--- config.mk ---
export PLATFORM = sky130hd
export DESIGN_NAME = sorted_list_insert_remove
export DESIGN_NICKNAME = d
export VERILOG_FILES = /design/src/rtl/slri_pkg.sv /design/src/rtl/slri_mem.sv /design/src/rtl/sorted_list_insert_remove.sv
export SDC_FILE = /design/constraint.sdc
export NUM_CORES = 1
export LEC_CHECK = 0
export BUFFER_PORTS_ARGS = -buffer_cell sky130_fd_sc_hd__buf_2
export CAP_MARGIN = 10
export CORE_ASPECT_RATIO = 0.5
export CORE_MARGIN = 2
export CORE_UTILIZATION = 45
export CTS_BUF_LIST = sky130_fd_sc_hd__clkbuf_4 sky130_fd_sc_hd__clkbuf_8 sky130_fd_sc_hd__clkbuf_16
export CTS_CLUSTER_DIAMETER = 80
export DETAILED_ROUTE_END_ITERATION = 8
export GPL_TIMING_DRIVEN = 0
export SETUP_SLACK_MARGIN = 0.1
export SYNTH_ARGS = -nofsm -noshare
export SYNTH_HDL_FRONTEND = slang
export SYNTH_HIERARCHICAL = 1
export SYNTH_SLANG_ARGS = --single-unit
--- constraint.sdc ---
create_clock -name clk -period 6.75 [get_ports clk]
set_input_delay 1.0125 -clock clk [delete_from_list [all_inputs] [get_ports clk]]
set_output_delay 1.0125 -clock clk [all_outputs]
set_load 0.03 [all_outputs]
--- src/rtl/slri_pkg.sv ---
// Shared types and constants for the sorted list insert/remove block.
package slri_pkg;

  // Width of one stored value
  localparam int DATA_W = 32;

  // Width of the transaction's count field
  localparam int COUNT_W = 5;

  // Operation codes carried by an input transaction
  typedef enum logic [1:0] {
    OP_INSERT = 2'd0,
    OP_REMOVE = 2'd1,
    OP_EVENS  = 2'd2
  } op_t;

  // Sequencer states
  typedef enum logic [3:0] {
    ST_IDLE,
    ST_INS_RD,
    ST_INS_CMP,
    ST_REM_RD,
    ST_REM_CMP,
    ST_SHF_RD,
    ST_SHF_WR,
    ST_EVN_RD,
    ST_EVN_CHK,
    ST_LG_RD,
    ST_DONE
  } state_t;

endpackage

--- src/rtl/slri_mem.sv ---
// Single-port-write, single-port-read entry memory with registered read data.
module slri_mem #(
  parameter int DEPTH = 16,
  parameter int AW    = 4
) (
  input  logic                        clk,
  input  logic                        we,
  input  logic [AW-1:0]               waddr,
  input  logic [slri_pkg::DATA_W-1:0] wdata,
  input  logic                        re,
  input  logic [AW-1:0]               raddr,
  output logic [slri_pkg::DATA_W-1:0] rdata
);
  import slri_pkg::*;

  logic [DATA_W-1:0] mem_r [DEPTH];
  logic [DATA_W-1:0] rdata_r;

  // Write port
  always_ff @(posedge clk) begin
    if (we) begin
      mem_r[waddr] <= wdata;
    end
  end

  // Registered read port
  always_ff @(posedge clk) begin
    if (re) begin
      rdata_r <= mem_r[raddr];
    end
  end

  assign rdata = rdata_r;

endmodule

--- src/rtl/sorted_list_insert_remove.sv ---
// Top level of the sorted list insert/remove block.
// Keeps up to DEPTH signed 32-bit values in ascending order in a single memory
// with one write port and one registered read port, walked by a small
// sequencer around one shared compare unit. One transaction is taken at a
// time; in_stall stays high from acceptance until the result is loaded into
// the output register. Each entry visited takes a read state, then a compare
// and write state. Insert visits the entries larger than the value; remove
// visits the entries up to the match, then moves each later entry down one
// slot (every entry is visited when the value is absent); remove-evens visits
// every entry; an unused op code or a full-list insert visits none. The
// longest operation is a remove or remove-evens on a full list. Once the
// result is loaded, the next transaction can be taken while that result
// still waits in the output register.
// The memory needs no clearing pass: only entries below the count are ever
// read.
module sorted_list_insert_remove #(
  parameter int DEPTH = 16
) (
  input  logic                               clk,
  input  logic                               rst_n,
  input  logic                               in_valid,
  output logic                               in_stall,
  input  logic [1:0]                         in_op,
  input  logic signed [slri_pkg::DATA_W-1:0] in_value,
  output logic                               out_valid,
  input  logic                               out_stall,
  output logic                               out_ok,
  output logic [slri_pkg::COUNT_W-1:0]       out_count,
  output logic signed [slri_pkg::DATA_W-1:0] out_largest,
  output logic                               out_is_empty,
  output logic                               out_is_full
);
  import slri_pkg::*;

  localparam int CW = $clog2(DEPTH + 1);
  localparam int AW = (DEPTH > 1) ? $clog2(DEPTH) : 1;

  state_t            state_r, state_nxt;
  logic [1:0]        op_r;
  logic [DATA_W-1:0] val_r;
  logic [CW-1:0]     cnt_r, cnt_nxt;
  logic [CW-1:0]     k_r, k_nxt;
  logic [CW-1:0]     w_r, w_nxt;
  logic              ok_r, ok_nxt;

  logic              mem_we, mem_re;
  logic [AW-1:0]     mem_waddr, mem_raddr;
  logic [DATA_W-1:0] mem_wdata, mem_rdata;

  logic              cmp_gt, cmp_eq;
  logic              full;
  logic              accept;
  logic              load_out;
  logic [CW-1:0]     k_dec, k_inc, w_inc, cnt_dec;
  logic [CW+COUNT_W-1:0] cnt_ext;

  logic              out_valid_r;
  logic              out_ok_r;
  logic [COUNT_W-1:0] out_count_r;
  logic [DATA_W-1:0] out_largest_r;
  logic              out_empty_r;
  logic              out_full_r;

  // Entry storage
  slri_mem #(
    .DEPTH (DEPTH),
    .AW    (AW)
  ) u_mem (
    .clk   (clk),
    .we    (mem_we),
    .waddr (mem_waddr),
    .wdata (mem_wdata),
    .re    (mem_re),
    .raddr (mem_raddr),
    .rdata (mem_rdata)
  );

  // Shared compare unit: read entry against the transaction's value
  assign cmp_gt = $signed(mem_rdata) > $signed(val_r);
  assign cmp_eq = (mem_rdata == val_r);

  assign full    = (cnt_r == CW'(DEPTH));
  assign k_dec   = k_r - 1'b1;
  assign k_inc   = k_r + 1'b1;
  assign w_inc   = w_r + 1'b1;
  assign cnt_dec = cnt_r - 1'b1;
  assign cnt_ext = {{COUNT_W{1'b0}}, cnt_r};

  assign in_stall = (state_r != ST_IDLE);
  assign accept   = in_valid && (state_r == ST_IDLE);
  assign load_out = (state_r == ST_DONE) && (!out_valid_r || !out_stall);

  // Next state
  always_comb begin
    state_nxt = state_r;
    unique case (state_r)
      ST_IDLE: begin
        if (in_valid) begin
          case (in_op)
            OP_INSERT: state_nxt = full ? ST_LG_RD : ST_INS_RD;
            OP_REMOVE: state_nxt = ST_REM_RD;
            OP_EVENS:  state_nxt = ST_EVN_RD;
            default:   state_nxt = ST_LG_RD;
          endcase
        end
      end
      ST_INS_RD:  state_nxt = (k_r == '0) ? ST_LG_RD : ST_INS_CMP;
      ST_INS_CMP: state_nxt = cmp_gt ? ST_INS_RD : ST_LG_RD;
      ST_REM_RD:  state_nxt = (k_r == cnt_r) ? ST_LG_RD : ST_REM_CMP;
      ST_REM_CMP: state_nxt = cmp_eq ? ST_SHF_RD : ST_REM_RD;
      ST_SHF_RD:  state_nxt = (k_inc >= cnt_r) ? ST_LG_RD : ST_SHF_WR;
      ST_SHF_WR:  state_nxt = ST_SHF_RD;
      ST_EVN_RD:  state_nxt = (k_r == cnt_r) ? ST_LG_RD : ST_EVN_CHK;
      ST_EVN_CHK: state_nxt = ST_EVN_RD;
      ST_LG_RD:   state_nxt = ST_DONE;
      ST_DONE:    state_nxt = load_out ? ST_IDLE : ST_DONE;
      default:    state_nxt = ST_IDLE;
    endcase
  end

  // Memory controls and datapath register updates
  always_comb begin
    cnt_nxt   = cnt_r;
    k_nxt     = k_r;
    w_nxt     = w_r;
    ok_nxt    = ok_r;
    mem_we    = 1'b0;
    mem_waddr = k_r[AW-1:0];
    mem_wdata = val_r;
    mem_re    = 1'b0;
    mem_raddr = k_r[AW-1:0];
    unique case (state_r)
      ST_IDLE: begin
        if (in_valid) begin
          ok_nxt = 1'b0;
          w_nxt  = '0;
          k_nxt  = (in_op == OP_INSERT) ? cnt_r : '0;
        end
      end
      ST_INS_RD: begin
        if (k_r == '0) begin
          // Value goes to the front
          mem_we  = 1'b1;
          cnt_nxt = cnt_r + 1'b1;
          ok_nxt  = 1'b1;
        end else begin
          mem_re    = 1'b1;
          mem_raddr = k_dec[AW-1:0];
        end
      end
      ST_INS_CMP: begin
        mem_we = 1'b1;
        if (cmp_gt) begin
          // Move the larger entry up one slot
          mem_wdata = mem_rdata;
          k_nxt     = k_dec;
        end else begin
          cnt_nxt = cnt_r + 1'b1;
          ok_nxt  = 1'b1;
        end
      end
      ST_REM_RD: begin
        mem_re = (k_r != cnt_r);
      end
      ST_REM_CMP: begin
        if (!cmp_eq) begin
          k_nxt = k_inc;
        end
      end
      ST_SHF_RD: begin
        if (k_inc >= cnt_r) begin
          cnt_nxt = cnt_dec;
          ok_nxt  = 1'b1;
        end else begin
          mem_re    = 1'b1;
          mem_raddr = k_inc[AW-1:0];
        end
      end
      ST_SHF_WR: begin
        // Close the gap one entry at a time
        mem_we    = 1'b1;
        mem_wdata = mem_rdata;
        k_nxt     = k_inc;
      end
      ST_EVN_RD: begin
        if (k_r == cnt_r) begin
          ok_nxt  = (w_r != cnt_r);
          cnt_nxt = w_r;
        end else begin
          mem_re = 1'b1;
        end
      end
      ST_EVN_CHK: begin
        // Keep odd entries, compacting them downward
        if (mem_rdata[0]) begin
          mem_we    = 1'b1;
          mem_waddr = w_r[AW-1:0];
          mem_wdata = mem_rdata;
          w_nxt     = w_inc;
        end
        k_nxt = k_inc;
      end
      ST_LG_RD: begin
        mem_re    = (cnt_r != '0);
        mem_raddr = cnt_dec[AW-1:0];
      end
      ST_DONE: begin
      end
      default: begin
      end
    endcase
  end

  // Control registers
  always_ff @(posedge clk) begin
    if (!rst_n) begin
      state_r <= ST_IDLE;
      cnt_r   <= '0;
    end else begin
      state_r <= state_nxt;
      cnt_r   <= cnt_nxt;
    end
  end

  // Working registers and captured transaction
  always_ff @(posedge clk) begin
    k_r  <= k_nxt;
    w_r  <= w_nxt;
    ok_r <= ok_nxt;
    if (accept) begin
      op_r  <= in_op;
      val_r <= in_value;
    end
  end

  // Output register: hold until taken
  always_ff @(posedge clk) begin
    if (!rst_n) begin
      out_valid_r <= 1'b0;
    end else if (load_out) begin
      out_valid_r <= 1'b1;
    end else if (!out_stall) begin
      out_valid_r <= 1'b0;
    end
  end

  always_ff @(posedge clk) begin
    if (load_out) begin
      out_ok_r      <= ok_r;
      out_count_r   <= cnt_ext[COUNT_W-1:0];
      out_largest_r <= (cnt_r == '0) ? '0 : mem_rdata;
      out_empty_r   <= (cnt_r == '0);
      out_full_r    <= full;
    end
  end

  assign out_valid    = out_valid_r;
  assign out_ok       = out_ok_r;
  assign out_count    = out_count_r;
  assign out_largest  = out_largest_r;
  assign out_is_empty = out_empty_r;
  assign out_is_full  = out_full_r;

  // Count never passes the capacity
  a_cnt_range: assert property (@(posedge clk) disable iff (!rst_n)
    cnt_r <= CW'(DEPTH))
    else $error("stored count exceeds capacity");

  // Memory writes happen only in writing states
  a_we_state: assert property (@(posedge clk) disable iff (!rst_n)
    mem_we |-> (state_r == ST_INS_RD || state_r == ST_INS_CMP ||
                state_r == ST_SHF_WR || state_r == ST_EVN_CHK))
    else $error("memory write outside a writing state");

  // Final insert step grows the list by exactly one
  a_ins_grow: assert property (@(posedge clk) disable iff (!rst_n)
    (state_r == ST_INS_CMP && !cmp_gt) |=> (cnt_r == $past(cnt_r) + 1'b1))
    else $error("insert did not grow count by one");

  // Compaction write pointer never runs ahead of the read pointer
  a_evn_ptr: assert property (@(posedge clk) disable iff (!rst_n)
    (state_r == ST_EVN_RD || state_r == ST_EVN_CHK) |-> (w_r <= k_r))
    else $error("compaction pointer ahead of scan pointer");

  // Opcode held for the whole operation
  a_op_hold: assert property (@(posedge clk) disable iff (!rst_n)
    (state_r != ST_IDLE && $past(state_r) != ST_IDLE) |-> $stable(op_r))
    else $error("captured opcode changed mid-operation");

endmodule
Word level (Yosys, flattened, before mapping)
Memories as Yosys holds them, arrays and structs flattened. A register that Yosys moved wholly into a read port is not among the register bits.
Index checks and enable logic that the tools add are counted.

storage, ports and cells
  bits in writable memories = 512
  ROM bits = 0
  input port bits = 38
  memories kept = 1
  flip-flop bits (word level) = 93
  word-level logic and storage cells = 116
  latch bits = 0

memory list
  name         depth  bits a word  rd ports  clocked after Yosys merged registers in  wr ports  RTL line        source
  u_mem.mem_r  16     32           1         1                                        1         slri_mem.sv:16  logic [DATA_W-1:0] mem_r [DEPTH];

cells by class
  reduce and logical (&&, ||, !) cells = 21
  multiplexer cells = 49
  divide/modulo/power cells = 0
  bitwise gates (word level) = 0
  $lt $le $gt $ge = 2
  shift-type cells = 0
  equality and inequality tests = 26
  $mul = 0
  $add $sub $neg = 5

operators by type and width
  kind                                                                number
  32-bit one-hot mux with 3 select lines                              1
  32-bit 2-to-1 mux                                                   2
  5-bit 2-to-1 mux                                                    10
  4-bit 2-to-1 mux                                                    11
  4-bit one-hot mux with 11 select lines                              1
  5-bit one-hot mux with 4 select lines                               2
  32-bit == test                                                      1
  32-bit > comparator                                                 1
  4-bit one-hot mux with 3 select lines                               2
  4-bit by 3-bit == test with 1-bit output, second input constant     4
  5-bit by 1-bit adder with 5-bit output, second input constant       3
  1-bit 2-to-1 mux                                                    15
  2-bit inequality test, second input constant                        7
  4-bit == test, second input constant                                3
  4-bit nonzero test                                                  3
  5-bit logical NOT                                                   2
  5-bit inequality test                                               2
  1-bit one-hot mux with 5 select lines                               2
  5-bit one-hot mux with 2 select lines                               1
  5-bit nonzero test                                                  2
  5-bit by 1-bit subtractor with 5-bit output, second input constant  2
  4-bit by 2-bit == test with 1-bit output, second input constant     2
  6-bit AND reduction                                                 1
  5-bit == test                                                       1
  18 further kinds                                                    22

Depth between registers and ports, before layout
Gate-level depths: netlist of the first run.

  depth in word-level cells = 5
  gate-level depth with buffers = 14

Hierarchy
The synthesis of the first run kept the hierarchy.

by module, submodules not included
  module                     cells each  seq. area each (um^2)  instances  area each (um^2)
  slri_mem                   838         16335.7                1          20155.6
  sorted_list_insert_remove  608         2692.6                 1          6053.3

Worst setup path before layout of the first run
No wires, ideal clock.

  path kind = reg-to-reg
  from = register k_r[0]
  to = memory u_mem.mem_r[0][0], enable pin
  period minus slack after synthesis = 4.736 ns
  stages on the path, launching flop included = 8
  library setup time = 0.461 ns
  setup slack = 2.014 ns
  arrival = 4.275 ns
  path through = edfxtp_1 -> inv_1 -> ha_1 -> nand2b_1 -> or3_1 -> o31ai_1 -> or3b_2 -> nor3_1

between the ends
  cells in the longest elaborated chain, start to end = 5
  elaborated cells on any way between the ends = 7

ends and longest elaborated chain
  item                                    RTL line                          source
  from (decl)                             sorted_list_insert_remove.sv:42   logic [CW-1:0] k_r, k_nxt;
  from (signal assigned)                  sorted_list_insert_remove.sv:227  k_r <= k_nxt;
  5-bit logical NOT                       sorted_list_insert_remove.sv:141  if (k_r == '0) begin
  1-bit 2-to-1 mux                        sorted_list_insert_remove.sv:141
  1-bit one-hot mux with 3 select lines   sorted_list_insert_remove.sv:132  unique case (state_r)
  net mem_we                              sorted_list_insert_remove.sv:46   logic mem_we, mem_re;
  1-bit 2-to-1 mux                        slri_mem.sv:21                    if (we) begin
  1-bit 2-to-1 mux (implied by the code)  slri_mem.sv:22                    mem_r[waddr] <= wdata;
  to (decl)                               slri_mem.sv:16

The timed path passes the listed nets, and every way through them passes these cells.

Final worst setup path of the first run
  from = register k_r[0]
  to = register u_mem.rdata_r[2] (netlist: u_mem/rdata[2]), read port of u_mem.mem_r (data pin)

between the ends
  cells in the longest elaborated chain, start to end = 4
  elaborated cells on any way between the ends = 13

ends and longest elaborated chain
  item                                       RTL line                          source
  5-bit by 1-bit adder with 5-bit output     sorted_list_insert_remove.sv:84   assign k_inc = k_r + 1'b1;
  5-bit greater-or-equal comparator          sorted_list_insert_remove.sv:171  if (k_inc >= cnt_r) begin
  4-bit 2-to-1 mux                           sorted_list_insert_remove.sv:171
  4-bit one-hot mux with 3 select lines (*)  sorted_list_insert_remove.sv:132
  net mem_raddr[0]                           sorted_list_insert_remove.sv:47   logic [AW-1:0] mem_waddr, mem_raddr;
  to (decl)                                  slri_mem.sv:17                    logic [DATA_W-1:0] rdata_r;

Mark *: on every way through the listed nets, which the timed path passes. The rest lies on a longest branch.
A chain may end at the register's enable or synchronous reset.

==> results of run 1 <==
==> cells by family after synthesis <==
| logic type | after synthesis |
|---|---|
| AND/OR/NAND/NOR | 284 |
| adder cells (fa/ha/maj) | 46 |
| AO/OA/AOI/OAI | 171 |
| XOR/XNOR | 21 |
| multiplexers | 166 |
| flip-flops | 637 |
| buffers and inverters | 121 |
==> stage by stage <==
step	hold WS, ns	instance area [um2]	instances	power (W)
after floorplan	0.400	26200	1446	0.0104
after global placement	0.405	27600	2293	0.0125
after detailed placement	0.407	28200	2330	0.0127
after CTS	0.427	30000	2434	0.0159
after global routing	0.443	30100	2448	0.0167
final	0.428	30100	2448	0.0159
==> per-layer routing <==
metal / up-vias / share of wire (%) / global-route usage [%]
met1: 7596 / 43 / 32.3
met2: 660 / 47 / 35.0
li1: 6151 / - / -
met4: 0 / 2.1 / 5.56
met5: - / 0 / 0
met3: 95 / 8.4 / 3.96
==> cell usage in the layout (no fill, tap or decap), drive strengths merged, types with 3 or more instances in the layout <==
| cell type | netlist | layout |
|---|---|---|
| a221oi | 4 | 4 |
| inv | 52 | 54 |
| nand2 | 118 | 118 |
| a22oi | 64 | 64 |
| a31oi | 7 | 7 |
| xor2 | 6 | 6 |
| nand2b | 14 | 14 |
| clkbuf | 35 | 101 |
| nand3 | 18 | 18 |
| ha | 46 | 46 |
| o22ai | 6 | 6 |
| o31ai | 3 | 3 |
| xnor2 | 15 | 15 |
| o21ai | 24 | 24 |
| nor3 | 16 | 16 |
| o211ai | 4 | 4 |
| nand4 | 7 | 7 |
| buf | 33 | 163 |
| mux4 | 128 | 128 |
| nor2 | 52 | 52 |
| nor2b | 38 | 38 |
| and2 | 4 | 4 |
| bufinv | 0 | 5 |
| edfxtp | 627 | 627 |
| mux2 | 3 | 3 |
| mux2i | 35 | 35 |
| o21a | 3 | 3 |
| a21oi | 30 | 30 |
| a221o | 7 | 7 |
| clkinv | 1 | 32 |
| dfxtp | 10 | 10 |
==> sequential cells by signal, summed over array words and instances (netlist names) <==
signal and cells:
u_mem/mem_r 512, out_largest 32, u_mem/rdata 32, val_r 32
cnt_r 5, k_r 5, out_count 5, w_r 5
state_r 4, ok_r 1, out_is_empty 1, out_is_full 1
out_ok 1, out_valid 1
==> critical path, cell delays in order, from the launching register on <==
cell and delay (ns):
edfxtp_1 0.57, ha_1 0.39, xor2_1 0.21, ha_1 0.25
or2_2 0.27, a31oi_1 0.29, o211ai_1 0.36, and2_1 0.31
nor2_1 0.10, a221o_1 0.22, buf_2 0.34, buf_2 0.48
mux4_2 0.56, a22oi_1 0.21, nand2_1 0.09
==> power by group through the flow <==
stage / sequential (W) / clock [W] / combinational [W]
6_report: 0.00592 / 0.00319 / 0.00683
5_1_grt: 0.00597 / 0.00341 / 0.00734
4_1_cts: 0.00594 / 0.00325 / 0.00673
3_5_place_dp: 0.00603 / 0 / 0.00670
3_3_place_gp: 0.00605 / 0 / 0.00642
2_1_floorplan: 0.00594 / 0 / 0.00442
==> path summary, 6_finish.rpt <==
path         cells past startpoint              to    from  slack (ns)
max                             14  u_mem/rdata[2]  k_r[0]        1.83
min                              0          out_ok    ok_r        0.43
max reg2reg                     14  u_mem/rdata[2]  k_r[0]        1.83
min reg2reg                      0          out_ok    ok_r        0.43
==> layout make-up <==
type                       instances  area (um2)  share of cell area [%]
sequential                       637       19000                    63.1
multi-input combinational        688        6750                    22.4
clock buffer                      66        1480                    4.90
timing repair buffer             130        1020                    3.40
tap                              768         961                    3.19
buffer                            68         354                    1.17
clock inverter                    38         342                    1.13
inverter                          53         199                   0.660
==> results.sh, run 1 <==
export IMPL_run_status="finished clean"
export IMPL_clock_latency_ns=0.62
export IMPL_max_vdd_ir_drop_uv=248
export IMPL_clock_path_buffers=3
export IMPL_power_density_nw_per_um2=529
export IMPL_drive_above_1_share_pct=24.2
export IMPL_synth_edf_count=627
export IMPL_finalWirelength_mm=66.6
export IMPL_min_period_over_period_pct=73.0
export IMPL_synth_top_family_by_area="multiplexers"
export IMPL_pwr_share_comb_pct=42.8
export IMPL_fill_cells=4584
export IMPL_io_buffers=79
export IMPL_tns_ns=0
export IMPL_die_area_um2=60300
export IMPL_viasPerCell=5.92
export IMPL_detail_route_antenna_nets=0
export IMPL_clock_sinks=637
export IMPL_synth_compound_area_share_pct=4.64
export IMPL_postSynthAreaPerCell_um2=18.1
export IMPL_start_kind="flop"
export IMPL_cp_end_kind="flop"
export IMPL_floorplan_initialDensity_pct=45.6
export IMPL_fin_nets=1717
export IMPL_antenna_found_initial=0
export IMPL_htreeDepth=2
export IMPL_cts_made_buffers=55
export IMPL_clockPowerShare_pct=20.0
export IMPL_cts_root_buffer="clkbuf_16"
export IMPL_syn_cell_area_um2=26200
export IMPL_post_dp_hpwl_mm=44.6
export IMPL_worstPathArrival_ns=5.28
export IMPL_grt_pass1_vias=14500
export IMPL_hold_viol=0
export IMPL_finalSetupViolations=0
export IMPL_die_h_um=175
export IMPL_grt_pass1_wl_mm=96.9
export IMPL_gp_congestion=0.879
export IMPL_synth_ff_latch_count=637
export IMPL_skew_ns=0.0249
export IMPL_place_ws_ns=1.94
export IMPL_ys_warn_count=6
export IMPL_power_internal_w=0.00999
export IMPL_async_reset_ff_share_pct=0
export IMPL_path_max_fanout=10
export IMPL_drt_wirelength_per_cell_um=27.2
export IMPL_period_needed_ns=4.92
export IMPL_grtUsageTotal_pct=22.2
export IMPL_post_cts_buffers=0
export IMPL_seq_area_frac_synth_pct=72.6
export IMPL_synth_most_common_cell="edfxtp_1"
export IMPL_final_util_pct=52.4
export IMPL_grt_max_degree=33
export IMPL_n_antenna_cell=0
export IMPL_worstMarginPinSlew_ns=1.14
export IMPL_synth_common_cells="edfxtp_1 (627), mux4_2 (128), nand2_1 (117), a22oi_1 (64), inv_1 (52)"
export IMPL_crit_type="reg2reg"
export IMPL_synthMuxAreaShare_pct=12.5
export IMPL_synth_nets=1530
export IMPL_synthSimpleGateAreaFrac_pct=5.28
export IMPL_area_growth_pct=15.0
export IMPL_cts_tree="built"
export IMPL_ys_flop_type="edfxtp_1"
export IMPL_coreArea_um2=57500
export IMPL_fmax_mhz=203
export IMPL_drc=0
export IMPL_clkTransAtPathRegs_ns=0.07
export IMPL_yosys_area_top_type_share_pct=71.8
export IMPL_num_io_pins=80
export IMPL_cts_resized=0
export IMPL_drv_slew=0
export IMPL_dieWidth_um=345
export IMPL_postCtsHoldBufs=0
export IMPL_cap_violations=0
export IMPL_synthXorXnorAreaFrac_pct=0.702
export IMPL_p_switching_w=0.00595
export IMPL_rsz0062_at_grt="no"
export IMPL_core_rowCount=62
export IMPL_netlist_instances=1446
export IMPL_p_leak_nw=10.1
export IMPL_grt_overflow=0
export IMPL_p_seq_share_pct=37.2
export IMPL_hp_class="reg2reg"
export IMPL_switching_share_pct=37.3
export IMPL_drt_iter0_drc=1831
export IMPL_yosys_area_top_type="edfxtp_1"
export IMPL_layout_setup_ws_ns=1.83
export IMPL_vias=14500
export IMPL_synth_adder_area_share_pct=2.20
export IMPL_synth_cell_types=70
export IMPL_max_slew_margin_rel_pct=21.6
export IMPL_critical_path_required_ns=7.11
export IMPL_synth_area_leaders="edfxtp_1 (72%), mux4_2 (11%), ha_1 (2.2%)"
export IMPL_dr_pass1_iters=5
(Power assumes the default switching activity.)
==> run 2, diff against run 1 <==
- ABC_AREA: not set -> 1
- clock period: 6.75 -> 5.1 ns (I/O delays scaled with it)
==> run 2 against run 1 <==
Synthesized cell count rose by 94%; non-clock buffer count up 25; clock power up 41%; setup slack worse by 1.6 ns; maximum frequency rose by 1.5%; power grew 50%; first-iteration DRC count grew 34%; critical path type unchanged; highest routed layer unchanged.
==> results.sh, run 2 <==
export IMPL_synth_nets=2891
export IMPL_hold_depth=1
export IMPL_p_leak_nw=14.1
export IMPL_whs_ns=0.318
export IMPL_regMostFlops="u_mem/mem_r"
export IMPL_min_period_over_period_pct=95.1
export IMPL_clkTransAtPathRegs_ns=0.06
export IMPL_skew_ns=0.0251
export IMPL_detail_route_antenna_nets=0
export IMPL_synth_area_leaders="edfxtp_1 (65%), nand2_1 (11%), nand3_1 (7.0%)"
export IMPL_period_needed_ns=4.85
export IMPL_layout_commonest_cell="nand2_1"
export IMPL_fmax_mhz=206
export IMPL_synth_top_family_by_area="simple AND/OR/NAND/NOR gates"
export IMPL_max_vdd_ir_drop_uv=435
export IMPL_finalWirelength_mm=85.2
export IMPL_finalSetupViolations=0
export IMPL_dr_pass1_iters=5
export IMPL_yosys_area_top_type_share_pct=65.0
export IMPL_min_from="in_value[10]"
export IMPL_drt_wirelength_per_cell_um=22.1
export IMPL_worstMarginPinSlew_ns=1.09
export IMPL_vias=20500
export IMPL_yosys_area_top_type="edfxtp_1"
export IMPL_grt_overflow=0
export IMPL_r2r_end="u_mem/rdata[7]"
export IMPL_run_status="finished clean"
export IMPL_cap_violations=0
export IMPL_drc=0
export IMPL_die_h_um=183
export IMPL_synth_adder_area_share_pct=1.99
export IMPL_grt_max_degree=33
export IMPL_async_reset_ff_share_pct=0
export IMPL_path_max_fanout=10
export IMPL_viasPerCell=5.31
export IMPL_antenna_found_initial=4
export IMPL_core_rowCount=65
export IMPL_fin_nets=3052
export IMPL_synth_compound_area_share_pct=2.46
export IMPL_area_growth_pct=13.6
export IMPL_clock_path_buffers=3
export IMPL_power_density_nw_per_um2=725
export IMPL_post_dp_hpwl_mm=58.9
export IMPL_seq_area_frac_synth_pct=65.7
export IMPL_synth_cell_types=44
export IMPL_cts_root_buffer="clkbuf_16"
export IMPL_grt_pass1_vias=19100
export IMPL_clock_latency_ns=0.63
export IMPL_synthMuxAreaShare_pct=0
export IMPL_crit_type="reg2reg"
export IMPL_syn_cell_area_um2=29000
export IMPL_ys_warn_count=6
export IMPL_dieWidth_um=363
export IMPL_max_slew_margin_rel_pct=27.1
export IMPL_grtUsageTotal_pct=25.5
export IMPL_netlist_instances=2807
export IMPL_rsz0062_at_grt="no"
export IMPL_synth_common_cells="nand2_1 (863), edfxtp_1 (627), inv_1 (505), nand3_1 (408), nor2_1 (62)"
export IMPL_drv_slew=0
export IMPL_synthSimpleGateAreaFrac_pct=20.1
export IMPL_hp_class="in2reg"
export IMPL_synth_ff_latch_count=637
export IMPL_num_io_pins=80
export IMPL_clock_sinks=637
export IMPL_r2r_start="k_r[2]"
export IMPL_cts_tree="built"
export IMPL_htreeDepth=2
export IMPL_synth_edf_count=627
export IMPL_io_buffers=79
export IMPL_ys_flop_type="edfxtp_1"
export IMPL_die_area_um2=66600
export IMPL_cts_resized=0
export IMPL_post_cts_buffers=0
export IMPL_postSynthAreaPerCell_um2=10.3
export IMPL_coreArea_um2=63400
export IMPL_start_kind="flop"
export IMPL_critical_path_required_ns=5.45
export IMPL_drive_above_1_share_pct=11.8
export IMPL_regToRegSetupSlack_ns=0.25
export IMPL_hold_viol=0
export IMPL_worstPathArrival_ns=5.20
export IMPL_layout_common_cells="nand2_1 (863), edfxtp_1 (627), inv_1 (505), nand3_1 (408), buf_2 (126)"
export IMPL_synthXorXnorAreaFrac_pct=0.393
export IMPL_floorplan_initialDensity_pct=45.7
export IMPL_synth_most_common_cell="nand2_1"
export IMPL_gp_congestion=0.906
export IMPL_largest_register_ffs=512
export IMPL_rr_worst_depth=15
export IMPL_total_power_w=0.0239
export IMPL_holdPathEnd="val_r[10]"
export IMPL_postCtsHoldBufs=0
export IMPL_cts_made_buffers=59
export IMPL_cp_end_kind="flop"
export IMPL_fill_cells=5585
export IMPL_grt_pass1_wl_mm=124
export IMPL_drt_iter0_drc=2452
-- run 2: changes by cell type in the layout (fill, tap and decap cells not counted), moves of 16 or more --
| cell | delta |
|---|---|
| buf_2 | +37 |
| nor2b_1 | -38 |
| a22oi_1 | -63 |
| mux4_2 | -128 |
| inv_1 | +454 |
| clkbuf_1 | -17 |
| nand3_1 | +392 |
| mux2i_1 | -33 |
| o21ai_2 | +30 |
| nand2_1 | +747 |
| buf_4 | -16 |
-- run 2: logic make-up after synthesis --
logic type                 Yosys count
buffers and inverters              630
and+or+nand+nor                   1373
AOI/OAI and AO/OA                  108
xor gates and xnor gates            13
DFF                                637
adders and majority gates           46
-- run 2: metal layers --
layer	vias to the layer above	GRT usage [%]	routed length (um)
met3	117	5.14	9470
met2	1017	37.8	36300
met1	9873	38.4	37600
met4	0	6.12	1810
li1	9485	-	-
met5	-	0	0
-- run 2: worst max path at each step --
stage                          start            endpoint  slack, ns
after floorplan           state_r[3]  u_mem/mem_r[12][0]       1.78
after global placement    state_r[3]  u_mem/mem_r[3][16]      -0.55
after detailed placement      k_r[2]     u_mem/rdata[12]       0.37
after CTS                     k_r[2]     u_mem/rdata[22]       0.37
after global routing          k_r[2]      u_mem/rdata[7]       0.14
final                         k_r[2]      u_mem/rdata[7]       0.25
-- run 2: final cells by class --
cell class	count	area [um2]	share of cell area (%)
antenna	3	7.51	0.0228
buffer	123	833	2.53
clock buffer	70	1560	4.73
clock inverter	40	395	1.20
inverter	507	1910	5.79
multi-input combinational	1540	7360	22.4
sequential	637	19000	57.8
tap	837	1050	3.18
timing repair buffer	100	793	2.41
-- run 2: where the power goes --
group          internal, W  switching, W
combinational      0.00302       0.00870
clock              0.00250       0.00201
sequential         0.00731      0.000332
total               0.0128        0.0110
-- run 2: worst max-delay path, cell delays in order, from the launching register on --
cell and delay [ns]:
edfxtp_1 0.33, clkbuf_1 0.26, nand3_1 0.13, xor2_1 0.28
inv_1 0.11, ha_1 0.32, nand2_1 0.08, o21a_1 0.18
nand3_1 0.21, a21oi_1 0.11, o2111ai_1 0.51, buf_2 0.52
clkbuf_1 0.85, nand3_1 0.26, nand3_1 0.27, nand2_1 0.13
-- run 2: per-stage QoR --
stage	setup TNS [ns]	instances	setup slack (ns)	utilization (%)	cell area, um2
floorplan	0	2807	1.78	-	29000
global placement	-151.18	3723	-0.547	48.0	30400
detailed placement	0	3744	0.374	48.9	31000
CTS	0	3854	0.373	52.0	32900
global route	0	3854	0.136	52.0	32900
finish	0	3857	0.248	52.0	32900
